## src/hw/rtl/tdf_pkg.sv

```systemverilog
package tdf_pkg;

  localparam int unsigned NUMBER_BITS = 32;

  typedef struct packed {
    logic                   op;
    logic [NUMBER_BITS-1:0] number;
  } in_item_t;

  typedef struct packed {
    logic [NUMBER_BITS-1:0] factor;
    logic                   no_factors;
    logic                   last;
  } out_item_t;

endpackage

```

## src/hw/rtl/trial_division_factorizer.sv

```systemverilog
// Trial-division prime factorizer.
// An item on the input channel (in_valid_i, in_ready_o, in_item_i) carries a
// number and a mode bit. The block returns the prime factors of the number,
// with multiplicity, one item per factor on the output channel (out_valid_o,
// out_ready_i, out_item_o), and marks the final one with last. Mode 0 returns
// the largest factor first and mode 1 the smallest first. A number below two
// gives a single item with no_factors set and a zero factor.
// Every trial divisor costs one pass of the bit-serial divider, so the time
// for an item grows with the number of trial divisors tested, up to roughly
// 65536 divisors for a 32-bit number; each factor returned then passes
// through the S_WAIT and S_LOAD states.
// One item is factored at a time; in_ready_o is high only while the block is
// idle. The last result sits in an output register, so the next item is
// accepted while that result still waits. A stalled receiver holds the block
// in S_TRIV or S_LOAD with the current result unchanged. Reset empties the
// output register and returns the block to idle; no clearing pass is needed.
module trial_division_factorizer #(
  parameter int unsigned MAX_FACTORS = 32
) (
  input  logic                 clk_i,
  input  logic                 rst_ni,
  input  logic                 in_valid_i,
  output logic                 in_ready_o,
  input  tdf_pkg::in_item_t    in_item_i,
  output logic                 out_valid_o,
  input  logic                 out_ready_i,
  output tdf_pkg::out_item_t   out_item_o
);

  localparam int unsigned NB   = tdf_pkg::NUMBER_BITS;
  localparam int unsigned AW   = $clog2(MAX_FACTORS);
  localparam int unsigned CNTW = $clog2(MAX_FACTORS + 1);

  typedef enum logic [2:0] {
    S_IDLE,
    S_TRIV,
    S_DIV,
    S_DIVW,
    S_WAIT,
    S_LOAD
  } state_e;

  state_e             state_q;
  logic               op_q;
  logic [NB-1:0]      rem_q;
  logic [NB-1:0]      dvs_q;
  logic [CNTW-1:0]    cnt_q;
  logic [CNTW-1:0]    k_q;
  logic [AW-1:0]      raddr_q;
  logic               out_valid_q;
  tdf_pkg::out_item_t out_item_q;

  logic               div_start;
  logic               div_done;
  logic [NB-1:0]      div_quot;
  logic [NB-1:0]      div_rem;

  logic               ram_we;
  logic [NB-1:0]      ram_wdata;
  logic [NB-1:0]      ram_rdata;
  logic               room;
  logic               keep_going;
  logic [CNTW-1:0]    cnt_d;
  logic [CNTW-1:0]    first_src;
  logic [CNTW-1:0]    next_src;
  logic               out_free;
  logic               out_load;
  logic               is_last;

  always_comb begin
    div_start  = (state_q == S_DIV);
    room       = cnt_q < CNTW'(MAX_FACTORS);
    keep_going = dvs_q <= div_quot;
    ram_we     = 1'b0;
    ram_wdata  = dvs_q;
    if (state_q == S_DIVW && div_done) begin
      if (keep_going) begin
        ram_we = (div_rem == '0) && room;
      end else begin
        ram_we    = (rem_q > NB'(1)) && room;
        ram_wdata = rem_q;
      end
    end
    cnt_d     = cnt_q + CNTW'(ram_we);
    first_src = op_q ? '0 : cnt_d - 1'b1;
    next_src  = op_q ? k_q + 1'b1 : cnt_q - k_q - CNTW'(2);
    out_free  = !out_valid_q || out_ready_i;
    out_load  = ((state_q == S_TRIV) || (state_q == S_LOAD)) && out_free;
    is_last   = (k_q + 1'b1) == cnt_q;
  end

  tdf_divider #(
    .WIDTH(NB)
  ) u_divider (
    .clk_i       (clk_i),
    .rst_ni      (rst_ni),
    .start_i     (div_start),
    .dividend_i  (rem_q),
    .divisor_i   (dvs_q),
    .done_o      (div_done),
    .quotient_o  (div_quot),
    .remainder_o (div_rem)
  );

  tdf_ram #(
    .WIDTH(NB),
    .DEPTH(MAX_FACTORS)
  ) u_store (
    .clk_i   (clk_i),
    .we_i    (ram_we),
    .waddr_i (cnt_q[AW-1:0]),
    .wdata_i (ram_wdata),
    .raddr_i (raddr_q),
    .rdata_o (ram_rdata)
  );

  always_ff @(posedge clk_i or negedge rst_ni) begin
    if (!rst_ni) begin
      state_q     <= S_IDLE;
      op_q        <= 1'b0;
      rem_q       <= '0;
      dvs_q       <= '0;
      cnt_q       <= '0;
      k_q         <= '0;
      raddr_q     <= '0;
      out_valid_q <= 1'b0;
      out_item_q  <= '0;
    end else begin
      if (out_load) begin
        out_valid_q <= 1'b1;
      end else if (out_ready_i) begin
        out_valid_q <= 1'b0;
      end
      case (state_q)
        S_IDLE: begin
          if (in_valid_i) begin
            op_q  <= in_item_i.op;
            rem_q <= in_item_i.number;
            dvs_q <= NB'(2);
            cnt_q <= '0;
            k_q   <= '0;
            state_q <= (in_item_i.number < NB'(2)) ? S_TRIV : S_DIV;
          end
        end
        S_TRIV: begin
          if (out_free) begin
            out_item_q.factor     <= '0;
            out_item_q.no_factors <= 1'b1;
            out_item_q.last       <= 1'b1;
            state_q               <= S_IDLE;
          end
        end
        S_DIV: begin
          state_q <= S_DIVW;
        end
        S_DIVW: begin
          if (div_done) begin
            cnt_q <= cnt_d;
            if (keep_going) begin
              if (div_rem == '0) begin
                rem_q <= div_quot;
              end else begin
                dvs_q <= dvs_q + 1'b1;
              end
              state_q <= S_DIV;
            end else begin
              raddr_q <= first_src[AW-1:0];
              state_q <= S_WAIT;
            end
          end
        end
        S_WAIT: begin
          state_q <= S_LOAD;
        end
        S_LOAD: begin
          if (out_free) begin
            out_item_q.factor     <= ram_rdata;
            out_item_q.no_factors <= 1'b0;
            out_item_q.last       <= is_last;
            k_q                   <= k_q + 1'b1;
            if (is_last) begin
              state_q <= S_IDLE;
            end else begin
              raddr_q <= next_src[AW-1:0];
              state_q <= S_WAIT;
            end
          end
        end
        default: begin
          state_q <= S_IDLE;
        end
      endcase
    end
  end

  assign in_ready_o  = (state_q == S_IDLE);
  assign out_valid_o = out_valid_q;
  assign out_item_o  = out_item_q;

endmodule

```

## src/hw/rtl/tdf_ram.sv

```systemverilog
module tdf_ram #(
  parameter int unsigned WIDTH = 32,
  parameter int unsigned DEPTH = 32
) (
  input  logic                     clk_i,
  input  logic                     we_i,
  input  logic [$clog2(DEPTH)-1:0] waddr_i,
  input  logic [WIDTH-1:0]         wdata_i,
  input  logic [$clog2(DEPTH)-1:0] raddr_i,
  output logic [WIDTH-1:0]         rdata_o
);

  logic [WIDTH-1:0] mem_q [DEPTH];
  logic [WIDTH-1:0] rdata_q;

  always_ff @(posedge clk_i) begin
    if (we_i) begin
      mem_q[waddr_i] <= wdata_i;
    end
    rdata_q <= mem_q[raddr_i];
  end

  assign rdata_o = rdata_q;

endmodule

```

## src/hw/rtl/tdf_divider.sv

```systemverilog
module tdf_divider #(
  parameter int unsigned WIDTH = 32
) (
  input  logic             clk_i,
  input  logic             rst_ni,
  input  logic             start_i,
  input  logic [WIDTH-1:0] dividend_i,
  input  logic [WIDTH-1:0] divisor_i,
  output logic             done_o,
  output logic [WIDTH-1:0] quotient_o,
  output logic [WIDTH-1:0] remainder_o
);

  localparam int unsigned CW = $clog2(WIDTH + 1);

  logic             busy_q;
  logic             done_q;
  logic [CW-1:0]    cnt_q;
  logic [WIDTH-1:0] rem_q;
  logic [WIDTH-1:0] quot_q;
  logic [WIDTH-1:0] div_q;
  logic [WIDTH:0]   trial;
  logic [WIDTH:0]   diff;
  logic             fits;

  always_comb begin
    trial = {rem_q, quot_q[WIDTH-1]};
    diff  = trial - {1'b0, div_q};
    fits  = trial >= {1'b0, div_q};
  end

  always_ff @(posedge clk_i or negedge rst_ni) begin
    if (!rst_ni) begin
      busy_q <= 1'b0;
      done_q <= 1'b0;
      cnt_q  <= '0;
      rem_q  <= '0;
      quot_q <= '0;
      div_q  <= '0;
    end else begin
      done_q <= 1'b0;
      if (start_i) begin
        busy_q <= 1'b1;
        cnt_q  <= CW'(WIDTH);
        rem_q  <= '0;
        quot_q <= dividend_i;
        div_q  <= divisor_i;
      end else if (busy_q) begin
        rem_q  <= fits ? diff[WIDTH-1:0] : trial[WIDTH-1:0];
        quot_q <= {quot_q[WIDTH-2:0], fits};
        cnt_q  <= cnt_q - 1'b1;
        if (cnt_q == CW'(1)) begin
          busy_q <= 1'b0;
          done_q <= 1'b1;
        end
      end
    end
  end

  assign done_o      = done_q;
  assign quotient_o  = quot_q;
  assign remainder_o = rem_q;

endmodule

```

## config.mk

```make
export PLATFORM = sky130hd
export DESIGN_NAME = trial_division_factorizer
export DESIGN_NICKNAME = d
export VERILOG_FILES = /design/src/hw/rtl/tdf_pkg.sv /design/src/hw/rtl/trial_division_factorizer.sv /design/src/hw/rtl/tdf_ram.sv /design/src/hw/rtl/tdf_divider.sv
export SDC_FILE = /design/constraint.sdc
export NUM_CORES = 1
export LEC_CHECK = 0
export BUFFER_PORTS_ARGS = -buffer_cell sky130_fd_sc_hd__buf_2
export CAP_MARGIN = 40
export CORE_ASPECT_RATIO = 1.4
export CORE_MARGIN = 2
export CORE_UTILIZATION = 45
export DETAILED_ROUTE_END_ITERATION = 12
export PLACE_DENSITY_LB_ADDON = 0.05
export SETUP_SLACK_MARGIN = 0.5
export SYNTH_ARGS = -nofsm -noshare
export SYNTH_HDL_FRONTEND = slang
export SYNTH_SLANG_ARGS = --single-unit
```

## constraint.sdc

```tcl
create_clock -name clk_i -period 10.26 [get_ports clk_i]
set_clock_uncertainty 0.05 [all_clocks]
set_input_delay 0.513 -clock clk_i [delete_from_list [all_inputs] [get_ports clk_i]]
set_output_delay 0.513 -clock clk_i [all_outputs]
set_load 0.02 [all_outputs]
```

* Word level (Yosys, flattened, before mapping)
Memory sizes are Yosys's and may differ from the RTL's. A register that Yosys moved wholly into a read port is not among the register bits. Index checks and enable logic that the tools add are counted.
Storage, ports and cells: memories kept 1, register bits 224, memory bits (writable) 1024, output and inout port bits 36, word-level logic and storage cells 124, input port bits 37
Memory list:
- u_store.mem_q | depth 32, width 32, read ports 1, clocked after Yosys merged registers in 1, wr ports 1, RTL line tdf_ram.sv:13 | logic [WIDTH-1:0] mem_q [DEPTH];
Cells by class: muxes and demuxes 54, equality and inequality tests 16, add/sub/neg operators 8, reductions and logical operators 23, $lt $le $gt $ge 5
Operator list (count):
- $mux W32 | 15
- $pmux W32 S2 | 2
- $mux W34 | 2
- $pmux W34 S2 | 1
- $ge A33 B32 Y1 | 1
- $add A32 B1 Y32 const B | 1
- $gt A32 B1 Y1 const B | 1
- $le A32 B32 Y1 | 1
- $logic_not A32 Y1 | 1
- $lt A32 B2 Y1 const B | 1
- $sub A32 B32 Y32 | 1
- $mux W5 | 6
- $mux W6 | 5
- $pmux W6 S2 | 2
- $mux W3 | 6
- $pmux W3 S6 | 1
- $reduce_and A5 Y1 | 3
- $ne A2 B2 Y1 const B | 7
- $mux W1 | 12
- $reduce_bool A2 Y1 | 6
- $pmux W5 S2 | 1
- $reduce_and A3 Y1 | 3
- $add A6 B1 Y6 | 1
- $add A6 B1 Y6 const B | 1
- other kinds (18) | 25

* Logic depth before layout (Yosys ltp)
depth after elaboration 10, gate-level depth with buffers 24, gate-level depth less buffers 23

* Cells and area by module
Synthesis repeated with hierarchy kept, for this count alone.
Unflattened totals: cell total of the unflattened synthesis 3889, area, all modules 54399.7 sq um
By module, submodules not included:
- tdf_ram | sequential area each 31390.1 sq um, times used 1, cells an instance 2260, area each 40491.3 sq um
- trial_division_factorizer | sequential area each 3002.9 sq um, times used 1, cells an instance 894, area each 7504.7 sq um
- tdf_divider | sequential area each 2602.5 sq um, times used 1, cells an instance 735, area each 6403.6 sq um

* Worst setup path after synthesis
OpenSTA, ideal clock, no wires.
path kind register -> register, start register dvs_q[17], end memory u_store.mem_q[0][0], enable pin, path buffers 1, stages on the path, launching flop included 13, required time 9.708 ns, setup slack 3.949 ns, library setup time 0.502 ns, arrival time 5.760 ns, clock period less this slack 6.311 ns, path through dfrtp_1 > ha_1 > a21o_1 > a21o_1 > a21oi_1 > o21ai_0 > a2111oi_0 > nand2_1 > o21ai_1 > buf_2 > mux2i_1 > nand2_1 > nor4_1
Between the ends: longest elaborated chain between the ends 5
Ends and longest elaborated chain:
- from (decl) | RTL line trial_division_factorizer.sv:46 | logic [NB-1:0] dvs_q;
- from (signal assigned) | RTL line trial_division_factorizer.sv:163 | dvs_q <= dvs_q + 1'b1;
- $le A32 B32 Y1 | RTL line trial_division_factorizer.sv:73 | keep_going = dvs_q <= div_quot;
- $mux W1 | RTL line trial_division_factorizer.sv:77 | if (keep_going) begin
- $mux W1 | RTL line trial_division_factorizer.sv:76 | if (state_q == S_DIVW && div_done) begin
- $mux W1 | RTL line tdf_ram.sv:17 | if (we_i) begin
- $mux W1 (not written as such) | RTL line tdf_ram.sv:18 | mem_q[waddr_i] <= wdata_i;
- to (decl) | RTL line tdf_ram.sv:13
Every way passes these cells.

* Worst setup path in the final report
start register dvs_q[29], end register raddr_q[4]
Between the ends: longest elaborated chain between the ends 9, elaborated cells between the ends (all ways) 11, classes of those cells add/sub: 2; order compare: 1; eq/ne: 1; mux: 6; reduce/logical: 1
Ends and longest elaborated chain:
- $le A32 B32 Y1 * | RTL line trial_division_factorizer.sv:73
- $mux W1 | RTL line trial_division_factorizer.sv:77
- $mux W1 | RTL line trial_division_factorizer.sv:76
- $add A6 B1 Y6 | RTL line trial_division_factorizer.sv:84 | cnt_d = cnt_q + CNTW'(ram_we);
- $sub A5 B1 Y5 | RTL line trial_division_factorizer.sv:85 | first_src = op_q ? '0 : cnt_d - 1'b1;
- $mux W5 | RTL line trial_division_factorizer.sv:85
- $mux W5 | RTL line trial_division_factorizer.sv:159 | if (keep_going) begin
- $mux W5 | RTL line trial_division_factorizer.sv:157 | if (div_done) begin
- $pmux W5 S2 | RTL line trial_division_factorizer.sv:134 | case (state_q)
- to (signal assigned) | RTL line trial_division_factorizer.sv:167 | raddr_q <= first_src[AW-1:0];
- to (signal assigned) | RTL line trial_division_factorizer.sv:184 | raddr_q <= next_src[AW-1:0];
- to (decl) | RTL line trial_division_factorizer.sv:49 | logic [AW-1:0] raddr_q;
Every way passes the cells marked *; elsewhere a longest branch is shown, timed or not. The select of a mux whose other input is x is not followed. A chain may end at the register's enable or synchronous reset.

==> metrics <==
status=finished, final reports clean; largest net degree at the start of global routing=approximately 150; Hold Vio Cnt, Final=0; Least-Margin Pin Slew=1.38 ns; Initial Utilization=45.2%; Boundary Pins=73; Final GP Congestion=between 0.8 and 0.9; Metal-1 WL=~57 mm; P_int=0.00888 W; Detailed Route Iter0 Violations=between 2k and 3k; Ant. Diodes=0; post-synth cell types=71; Layout area overhead=13.3%; EDFF count, synth=between 1k and 1.5k; Static Leak=between 20 and 25 nW; top_reg_cell synth=edfxtp_1; crit path kind=flop to flop; Port Buf Inserts=72; post-DR wirelength/cell=28.8 um; number of global-route vias before repair=~29k; CP peak stage delay=0.48 ns; clock-pin slew on the worst setup and hold paths=0.06 ns; Final period util=around 52%; postcts setup bufs=0; syn avg cell area=roughly 17 um^2; Die W=around 290 um; total track usage=23.5%; worst-skew pair later-pin latency=~0.76 ns; CTS tree=yes; Worst Setup SP=dvs_q[29]; share of the yosys chip area belonging to registers=69.7%; Async SR Flop Fraction=roughly 18%; cells after synthesis=just over 3k; DRC viols=0; mapped cell area=~0.053 mm^2; ANT nets after route=0; first-pass GRT wire length=between 200 and 250 mm; CTS max path bufs=3; CP Capture Type=flop; CTS Buf Count=130; Die Ht=between 400 and 500 um; final setup margin=4.89 ns; PD cells=196 mW/mm^2; crit path cell chain=ha_1 -> a21o_1 -> a21o_1 -> a21oi_1 -> o21ai_0 -> a2111oi_0 -> nand2_1 -> o21ai_1 -> buf_4 -> mux2i_1 -> nand2_1 -> inv_1 -> ha_1 -> ha_1 -> inv_1 -> ha_1 -> nor4b_1 -> a31oi_1 -> xor2_1 -> nor3_1 -> a21oi_1 -> a21oi_1; Final Max Slew Viols=0; Worst IR Drop VDD=roughly 0.23 mV; fin crit period=roughly 5.4 ns; core region area=0.117 mm^2; switching power=0.00292 W; Vias=between 20k and 30k; top sig layer=met5; critical path arrival=6.00 ns; combinational power share=between 10% and 20%; drt total wl=139 mm; Sw Share=24.7%; Clock power frac=between 30% and 40%; CP most frequent cell=ha_1; worst slack, placed=4.91 ns; initial antenna violation count=5; clk root buf=clkbuf_16; Vias/cell=5.90; CP required=~11 ns; dpl hpwl=roughly 87 mm; total power draw=about 0.012 W; synth warn=0; normalized max-slew margin=under 10%; Crit-path slowest cell=a2111oi_0; Synth Register Bits=between 1k and 1.5k; sequential power share=48.1%; share of layout cells above drive strength 1=about a quarter; DR WL met3=roughly 5.7 mm; DR WL met2=between 70 and 80 mm; RSZ-0062 raised after global routing=false; Final Net Count=approximately 3.3k; Max Clock Freq=between 0.15 and 0.2 GHz; type of origin of the critical path=flop; post-CTS resize count=0; htree depth=4; TNS Setup=0 ns; hold_sp=in_item_i[2]; worst-path fanout max=11; Overflow after GRT=0; final setup fails=0; syn nets=approximately 3.2k; Num Clock Sinks=1280; drt pass-1 iters=5; FF-to-FF Start=dvs_q[29]; Die ar.=0.121 mm^2; number of max-cap violations=0; Rows=149; # hold bufs at CTS=14; HP Class=input port to flop
final timing paths:
| path | end | slack, ns | cells past startpoint |
|---|---|---|---|
| setup / recovery | raddr_q[4] | 4.89 | 22 |
| max in group asynchronous | out_item_o[14] | 7.74 | 5 |
| min in group asynchronous | u_divider.remainder_o[30] | 0.36 | 2 |
| setup reg to reg | raddr_q[4] | 4.89 | 22 |
| hold reg to reg | out_item_o[24] | 0.39 | 2 |
| hold / removal | rem_q[2] | 0.06 | 3 |
cells by family (layout without fill, tap and decap cells):
group	Yosys count	in the layout	synth area share, %
xor+xnor	49	49	0.808
simple gates	524	524	4.48
buf+inv	257	489	1.89
mux	459	459	16.3
flops	1280	1280	69.7
compound gates	449	449	4.89
fa+ha+maj	80	80	1.91
sequential cells by signal, indices dropped and copies added, names as in the netlist, 5 cells and up:
name / flops
u_divider.remainder_o: 32
rem_q: 32
u_divider.cnt_q: 6
out_item_o: 34
u_divider.quotient_o: 32
u_store.mem_q: 1024
k_q: 6
u_divider.div_q: 32
raddr_q: 5
cnt_q: 6
dvs_q: 32
u_store.rdata_o: 32
area by class of cell:
cell class                 instances  area (um^2)
tap                             1510         1890
sequential                      1280        37000
inverter                          91          342
multi-input combinational       1561        15400
timing repair buffer             159         1320
fill                            9531        57300
clock buffer                     177         3690
clock inverter                    62          538
metal layers:
metal,vias up,track usage [%]
li1,12454,-
met1,15157,30.2
met2,718,40.3
met3,207,3.55
met4,4,8.66
met5,-,0
through the flow:
stage          instance area [um^2]  utilization (%)  std cells  hold slack (ns)
2_1_floorplan                 53100                -       3098            0.167
3_3_place_gp                  55400             47.2       4572            0.385
3_5_place_dp                  55800             47.5       4587            0.390
4_1_cts                       60200             51.2       4840         0.000291
5_1_grt                       60200             51.2       4840           0.0352
6_report                      60200             51.2       4840           0.0570
synthesized netlist by cell type (4+ instances only):
cell,instances,area (um^2)
xnor2_1,30,263
and4_1,4,35.0
o21ai_0,219,1100
dfxtp_1,32,641
o21ai_1,9,45.0
inv_1,91,342
a31oi_1,15,93.8
buf_4,4,30.0
clkbuf_1,125,469
mux4_2,320,7210
nand2b_1,7,43.8
o31ai_1,17,128
dfrtp_1,224,5610
nand4_1,23,144
edfxtp_1,1024,30700
xor2_1,19,166
nor2b_1,12,75.1
buf_2,8,40.0
nand2_1,245,920
mux2i_1,76,761
a21o_1,25,188
mux2_2,63,709
nand3_1,26,130
o211ai_1,4,30.0
ha_1,78,976
or3_1,4,25.0
nor2_1,107,402
o21a_1,8,60.1
and2_1,11,68.8
nor3_1,18,90.1
and3_1,18,113
buf_1,27,101
a21oi_1,111,556
nor4_1,35,219
power by group through the flow:
| stage | sequential [W] | clock (W) | combinational (W) |
|---|---|---|---|
| after floorplan | 0.00569 | 0 | 0.00107 |
| after global placement | 0.00587 | 0 | 0.00129 |
| after detailed placement | 0.00579 | 0 | 0.00145 |
| after CTS | 0.00568 | 0.00483 | 0.00146 |
| after global routing | 0.00568 | 0.00501 | 0.00152 |
| final | 0.00568 | 0.00471 | 0.00141 |
cells in the final DEF (no fill, tap or decap), types with 11 or more instances in the layout:
| cell | count |
|---|---|
| a21o_1 | 25 |
| ha_1 | 78 |
| nand2_1 | 243 |
| clkbuf_16 | 138 |
| o31ai_1 | 17 |
| nand4_1 | 23 |
| buf_2 | 71 |
| nor2_4 | 25 |
| buf_16 | 11 |
| nand3_1 | 26 |
| a31oi_1 | 15 |
| nor2_1 | 82 |
| dlygate4sd3_1 | 14 |
| xnor2_1 | 30 |
| a21oi_1 | 110 |
| o21ai_0 | 217 |
| edfxtp_1 | 1024 |
| and3_1 | 18 |
| nor4_1 | 27 |
| inv_1 | 91 |
| nor3_1 | 17 |
| mux2_2 | 63 |
| nor2b_1 | 12 |
| dfxtp_1 | 32 |
| mux4_2 | 320 |
| mux2i_1 | 76 |
| clkinv_2 | 25 |
| clkinv_1 | 13 |
| clkbuf_1 | 30 |
| xor2_1 | 19 |
| dfrtp_1 | 217 |
| buf_4 | 57 |
worst max-delay path, delay by kind of cell, from the launching register on:
family	cells	cell delay, ns
muxes	1	0.44
adders and majority gates	4	1.04
buffers and inverters	3	0.47
DFF	1	0.47
and+or+nand+nor	4	0.96
xor gates and xnor gates	1	0.17
AOI/OAI and AO/OA	9	1.69
(Power assumes the default switching activity.)
